**src/sv/lens_refraction_pixel_map_defines.svh**
```systemverilog
// Assertion macros shared by the lens pixel mapper RTL.
`ifndef LENS_REFRACTION_PIXEL_MAP_DEFINES_SVH
`define LENS_REFRACTION_PIXEL_MAP_DEFINES_SVH

// Implication checked on every clock edge outside reset.
`define LRPM_ASSERT_IMP(lbl, ante, cons, msg) \
    lbl: assert property (@(posedge clk) disable iff (!rst_n) (ante) |-> (cons)) \
        else $error(msg);

// Condition that must never hold outside reset.
`define LRPM_ASSERT_NEVER(lbl, cond, msg) \
    lbl: assert property (@(posedge clk) disable iff (!rst_n) !(cond)) \
        else $error(msg);

`endif

```
**src/sv/lrpm_isqrt.sv**
```systemverilog
// Pipelined floor square root, one root bit per stage.
`default_nettype none
module lrpm_isqrt #(
    parameter int IN_W  = 40,
    parameter int PAY_W = 8
) (
    input  logic              clk,
    input  logic              rst_n,
    input  logic              in_valid,
    input  logic [IN_W-1:0]   val,
    input  logic [PAY_W-1:0]  pay_in,
    output logic              out_valid,
    output logic [IN_W/2-1:0] root,
    output logic [PAY_W-1:0]  pay_out
);
    localparam int R = IN_W / 2;

    logic [IN_W-1:0]  val_reg  [R];
    logic [R-1:0]     root_reg [R];
    logic [R+1:0]     rem_reg  [R];
    logic [PAY_W-1:0] pay_reg  [R];
    logic             v_reg    [R];

    for (genvar k = 0; k < R; k++)
    begin : g_stage
        logic [IN_W-1:0]  val_i;
        logic [R-1:0]     root_i;
        logic [R+1:0]     rem_i;
        logic [PAY_W-1:0] pay_i;
        logic             v_i;
        logic [R+3:0]     trial;
        logic [R+3:0]     sub;
        logic [R+3:0]     diff;
        logic             ge;

        if (k == 0)
        begin : g_first
            assign val_i  = val;
            assign root_i = '0;
            assign rem_i  = '0;
            assign pay_i  = pay_in;
            assign v_i    = in_valid;
        end
        else
        begin : g_next
            assign val_i  = val_reg[k-1];
            assign root_i = root_reg[k-1];
            assign rem_i  = rem_reg[k-1];
            assign pay_i  = pay_reg[k-1];
            assign v_i    = v_reg[k-1];
        end

        assign trial = {rem_i, val_i[IN_W-1 -: 2]};
        assign sub   = {2'b00, root_i, 2'b01};
        assign ge    = trial >= sub;
        assign diff  = trial - sub;

        always_ff @(posedge clk)
        begin
            // remainder never exceeds twice the partial root
            rem_reg[k]  <= ge ? diff[R+1:0] : trial[R+1:0];
            root_reg[k] <= {root_i[R-2:0], ge};
            val_reg[k]  <= {val_i[IN_W-3:0], 2'b00};
            pay_reg[k]  <= pay_i;
        end

        always_ff @(posedge clk or negedge rst_n)
        begin
            if (!rst_n)
                v_reg[k] <= 1'b0;
            else
                v_reg[k] <= v_i;
        end
    end

    assign out_valid = v_reg[R-1];
    assign root      = root_reg[R-1];
    assign pay_out   = pay_reg[R-1];
endmodule
`default_nettype wire

```
**config.mk**
```make
export PLATFORM = sky130hd
export DESIGN_NAME = lrpm_isqrt
export DESIGN_NICKNAME = d
export VERILOG_FILES = /design/src/sv/lens_refraction_pixel_map_defines.svh /design/src/sv/lrpm_isqrt.sv
export SDC_FILE = /design/constraint.sdc
export NUM_CORES = 1
export LEC_CHECK = 0
export BUFFER_PORTS_ARGS = -buffer_cell sky130_fd_sc_hd__buf_2
export CAP_MARGIN = 20
export CORE_UTILIZATION = 54
export CTS_BUF_LIST = sky130_fd_sc_hd__clkbuf_16
export CTS_CLUSTER_DIAMETER = 200
export CTS_CLUSTER_SIZE = 14
export DETAILED_ROUTE_END_ITERATION = 7
export GPL_TIMING_DRIVEN = 0
export PLACE_DENSITY = 0.7
export SYNTH_ARGS = -nofsm -noshare
export SYNTH_HDL_FRONTEND = slang
export SYNTH_SLANG_ARGS = --single-unit
export TNS_END_PERCENT = 50
```
**constraint.sdc**
```tcl
create_clock -name clk -period 7.2 [get_ports clk]
set_input_delay 1.44 -clock clk [delete_from_list [all_inputs] [get_ports clk]]
set_output_delay 1.44 -clock clk [all_outputs]
set_load 0.1 [all_outputs]
```
# Word level (Yosys, flattened, before mapping)
# Memory sizes are Yosys's and may differ from the RTL's.
# Index checks and enable logic that the tools add are counted.
# totals
wordCells	84
rom_bits	0
latch_bits	0
ram_bits	1760
reg_bits	20
in_bits	51
memories	4
# classes
n_mul	0
n_addsub	20
bitwise_logic	0
muxes	20
n_div	0
order_cmp	20
shift	0
reduce_logical	0
n_eq_ne	0
# memory_table
memory	depth	width	read_ports	rd_clocked_by_memory_dff	write_ports	line_no	rtl
val_reg	20	38	19	0	20	lrpm_isqrt.sv:18	logic [IN_W-1:0] val_reg [R];
rem_reg	20	22	19	0	20	lrpm_isqrt.sv:20	logic [R+1:0] rem_reg [R];
root_reg	20	20	20	0	20	lrpm_isqrt.sv:19	logic [R-1:0] root_reg [R];
pay_reg	20	8	20	0	20	lrpm_isqrt.sv:21	logic [PAY_W-1:0] pay_reg [R];
# ops
op	count
$ge 24x22->1	19
$mux 22	20
$sub 22x22->22	19
$sub 2x1->3 const B	1
$ge 2x1->1 const B	1

# Logic depth before layout (Yosys ltp)
# An unclocked memory read counts as a cell.
# logic_depth
depth_word	3
depth_mapped	13
ltp_nobuf	10

# Worst setup path after synthesis
# No wires, ideal clock.
# synth_path
kind	register to register
from	mem rem_reg[3][8] in the netlist's numbering
to	mem rem_reg[4][11] in the netlist's numbering
slack_ns	4.287
setup_ns	0.134
stages_incl_launch_ff	10
n_path_buf	2
arrival_ns	2.779
path_cell_list	dfxtp_1 -> or4_1 -> or3_1 -> buf_6 -> or4_4 -> or4_1 -> buf_2 -> nand3_4 -> nor4_1 -> xor2_1
# synth_lines
element	line_no
from (decl)	lrpm_isqrt.sv:20

==> key figures <==
Outcome
  • Outcome: completed

Logic synthesis
  • Sequential area share after synthesis: 0.601
  • Syn Area/Cell: between 10 and 15 um2
  • Cell variety after synth: 80
  • Syn_nets: approximately 3.9k
  • Synth warn: 0
  • Main synth FF type: dfxtp_1
  • Synth Cell Area: ~0.039 mm2
  • Post-synth EDFFs: 0
  • Yosys reg bits: about 1.2k
  • Synth async-reset ratio: 0.0172
  • Post-Synthesis Cells: ~3.6k

Timing
  • Period minus WS final: between 4 and 5 ns
  • Slew @ Worst Pin: roughly 0.98 ns
  • Final setup fails: 0
  • Fin. max-slew vios: 0
  • RSZ-0062 raised after global routing: false
  • Hold Vio Cnt, Final: 0
  • Fmax achieved: ~250 MHz
  • Rel. slew slack: 0.331
  • Final Skew: approximately 0.046 ns
  • Period utilisation layout: 0.556
  • TNS Setup: 0 ns

Power and ir drop
  • Pwr Density: ~350 mW/mm2
  • Switching Fraction: 0.270
  • Leak: approximately 20 nW
  • Int Pwr: ~11 mW
  • Comb pwr share: 0.163
  • NetSw: around 4.0 mW
  • Flop pwr share: 0.540
  • Worst VDD drop: 0.000276 V
  • Clock power share: 0.296

Placed design
  • Detailed placement HPWL: between 40000 and 50000 um
  • Port bufs: 79
  • DP Cell Count: 4590
  • RePlAce Congestion: between 0.8 and 0.9
  • Dpl cell area: about 0.04 mm2

Routing
  • DRC: 0
  • Drt wl/cell: 13.7 um
  • Vias/cell: slightly above 5
  • Via count: roughly 24k
  • Pre-antenna DRT Iters: 5
  • Detailed-route wire length: about 64000 um
  • Initial drt markers: roughly 1.3k
  • Routed Antenna Nets: 0

Clocking
  • Setup bufs post-CTS: 0
  • Skew-Pair Late Insertion Delay: about 0.66 ns
  • Clock Sinks: between 1k and 1.5k
  • Post-cts gate resize count: 0
  • CTS tree: built
  • CTS Buf Count: between 90 and 100
  • Clock Tree Buf Depth: 3
  • Root Driver: clkbuf_16
  • Clock transition at path regs: roughly 0.060 ns
  • Clock H-tree levels: 3
  • Hold_buf cts: 0

Finish
  • Layout cells sized above 1: 0.0687
  • Most frequent cells in the layout: dfxtp_1 (1140), inv_1 (276), nor2_1 (244)
  • Inserted Diodes: 0
  • Max reg flops: 390
  • Layout Nets: 4026
  • Post-route design area: ~0.043 mm2
  • Commonest non-fill, non-tap cell in the layout: dfxtp_1
  • Final std cells w/o fill: roughly 4.7k
  • Area Overhead vs Synth: 10.6%

Setup path
  • Worst EP arrival: 4.48 ns
  • Cell chain of the critical path: inv_1, ha_1, nor2b_1, o31a_1, o41ai_1, o21ai_0, a31oi_1, o21a_1, clkbuf_1, clkbuf_1, o21ai_0
  • Buffers and inverters on the worst path: 3
  • Worst reg-to-reg path cell count: 11
  • WS Path Type: flip-flop to flip-flop
  • Critical path's slowest cell: o41ai_1
  • RR Endpoint: rem_reg[16][14]$_DFF_P_
  • CP max stage delay: about 0.60 ns
  • R2R setup slack: 3.20 ns
  • Worst Setup End Kind: flip-flop
  • Worst setup SP type: flip-flop
  • Crit Reg-Reg Startpoint: root_reg[15][0]$_DFF_P_
  • CP Launch Point: root_reg[15][0]$_DFF_P_
  • Crit path required time: 7.68 ns
  • CP delay by family, top: compound AO/OA/AOI/OAI gates
  • CP Depth: 11
  • CP max FO: 10

Hold path
  • Hold depth: 0
  • Hold endpoint: val_reg[13][35]$_DFF_P_
  • HP Class: flip-flop to flip-flop
  • Hold_sp: val_reg[12][33]$_DFF_P_

Floorplanning
  • I/O Pins: 80
  • Die W: between 200 and 300 um
  • Die ar.: around 0.073 mm2
  • Core Box Area: 0.0705 mm2
  • Cell Rows: 97
  • Starting Density: 0.550
  • Die height: 270 um

GRT
  • Layer with the highest usage: met2
  • GR Util met2: 0.285
  • Global-route met3 utilization: 0.0298
  • Initial antenna violation count: 0
  • Gr ovfl total: 0
  • Vias in the first global route: about 23k
  • Gr usage total: 0.178
  • Global-route wire length before repair: between 100000 and 150000 um
  • Met1 usage: 0.243
  • Largest net degree at the start of global routing: 21

Flow run
  • Max-cap violations: 0
through the flow:
step,power (mW),hold WS (ns),util,setup slack [ns]
floorplan,9.95,0.310,-,4.29
global placement,10.5,0.310,0.572,3.34
detailed placement,10.6,0.312,0.572,3.33
CTS,15.0,0.299,0.608,3.30
global route,15.7,0.314,0.608,3.00
finish,14.8,0.300,0.608,3.20
layout make-up:
| type | count | area [um2] |
|---|---|---|
| fillers | 5733 | 27600 |
| flip-flops and latches | 1160 | 23300 |
| multi-input cells | 2082 | 14200 |
| clock buffers | 92 | 2300 |
| well taps | 940 | 1180 |
| inverters | 273 | 1020 |
| repair buffers | 79 | 395 |
| clock inverters | 12 | 229 |
| plain buffers | 56 | 228 |
synth_stat cells (53+ instances only):
cell type / number / area share
dfxtp_1: 1140 / 0.59
inv_1: 272 / 0.026
nor2_1: 244 / 0.024
a21oi_1: 231 / 0.030
ha_1: 231 / 0.075
nand2_1: 184 / 0.018
xnor2_1: 167 / 0.038
o21ai_0: 160 / 0.021
xor2_1: 140 / 0.032
nor3_1: 99 / 0.013
nand3_1: 53 / 0.0068
power by group through the flow:
| stage | clock network, mW | logic [mW] | registers, mW |
|---|---|---|---|
| final | 4.40 | 2.43 | 8.02 |
| after global routing | 4.83 | 2.74 | 8.14 |
| after CTS | 4.56 | 2.42 | 8.03 |
| after detailed placement | 0 | 2.40 | 8.17 |
| after global placement | 0 | 2.38 | 8.15 |
| after floorplan | 0 | 1.92 | 8.03 |
cells by family (layout without fill, tap and decap cells):
logic type | after synthesis | in the layout | share of synthesized area
xor+xnor | 307 | 307 | 0.0693
compound gates | 632 | 632 | 0.0989
flops | 1160 | 1160 | 0.601
buf+inv | 329 | 512 | 0.0323
simple gates | 866 | 866 | 0.111
other cells | 1 | 1 | 0.0000967
fa+ha+maj | 231 | 231 | 0.0745
mux | 45 | 45 | 0.0129
worst register-to-register path, cell delays in order (launching register included):
cell and delay (ns):
dfxtp_1 0.33, inv_1 0.04, ha_1 0.32, nor2b_1 0.16, o31a_1 0.28, o41ai_1 0.60, o21ai_0 0.38, a31oi_1 0.43
o21a_1 0.15, clkbuf_1 0.42, clkbuf_1 0.52, o21ai_0 0.22
per-layer routing:
metal | share of wire | vias to the layer above
li1 | - | 12400
met1 | 0.49 | 10800
met2 | 0.44 | 437
met3 | 0.047 | 102
met4 | 0.021 | 0
met5 | 0 | -
worst max path at each step:
stage	endpoint	slack, ns
final	rem_reg[16][14]$_DFF_P_	3.20
after global routing	rem_reg[16][14]$_DFF_P_	3.00
after CTS	rem_reg[16][14]$_DFF_P_	3.30
after detailed placement	rem_reg[16][16]$_DFF_P_	3.33
after global placement	rem_reg[16][14]$_DFF_P_	3.34
after floorplan	rem_reg[4][11]$_DFF_P_	4.29
Power figures use the tool's default switching activity.
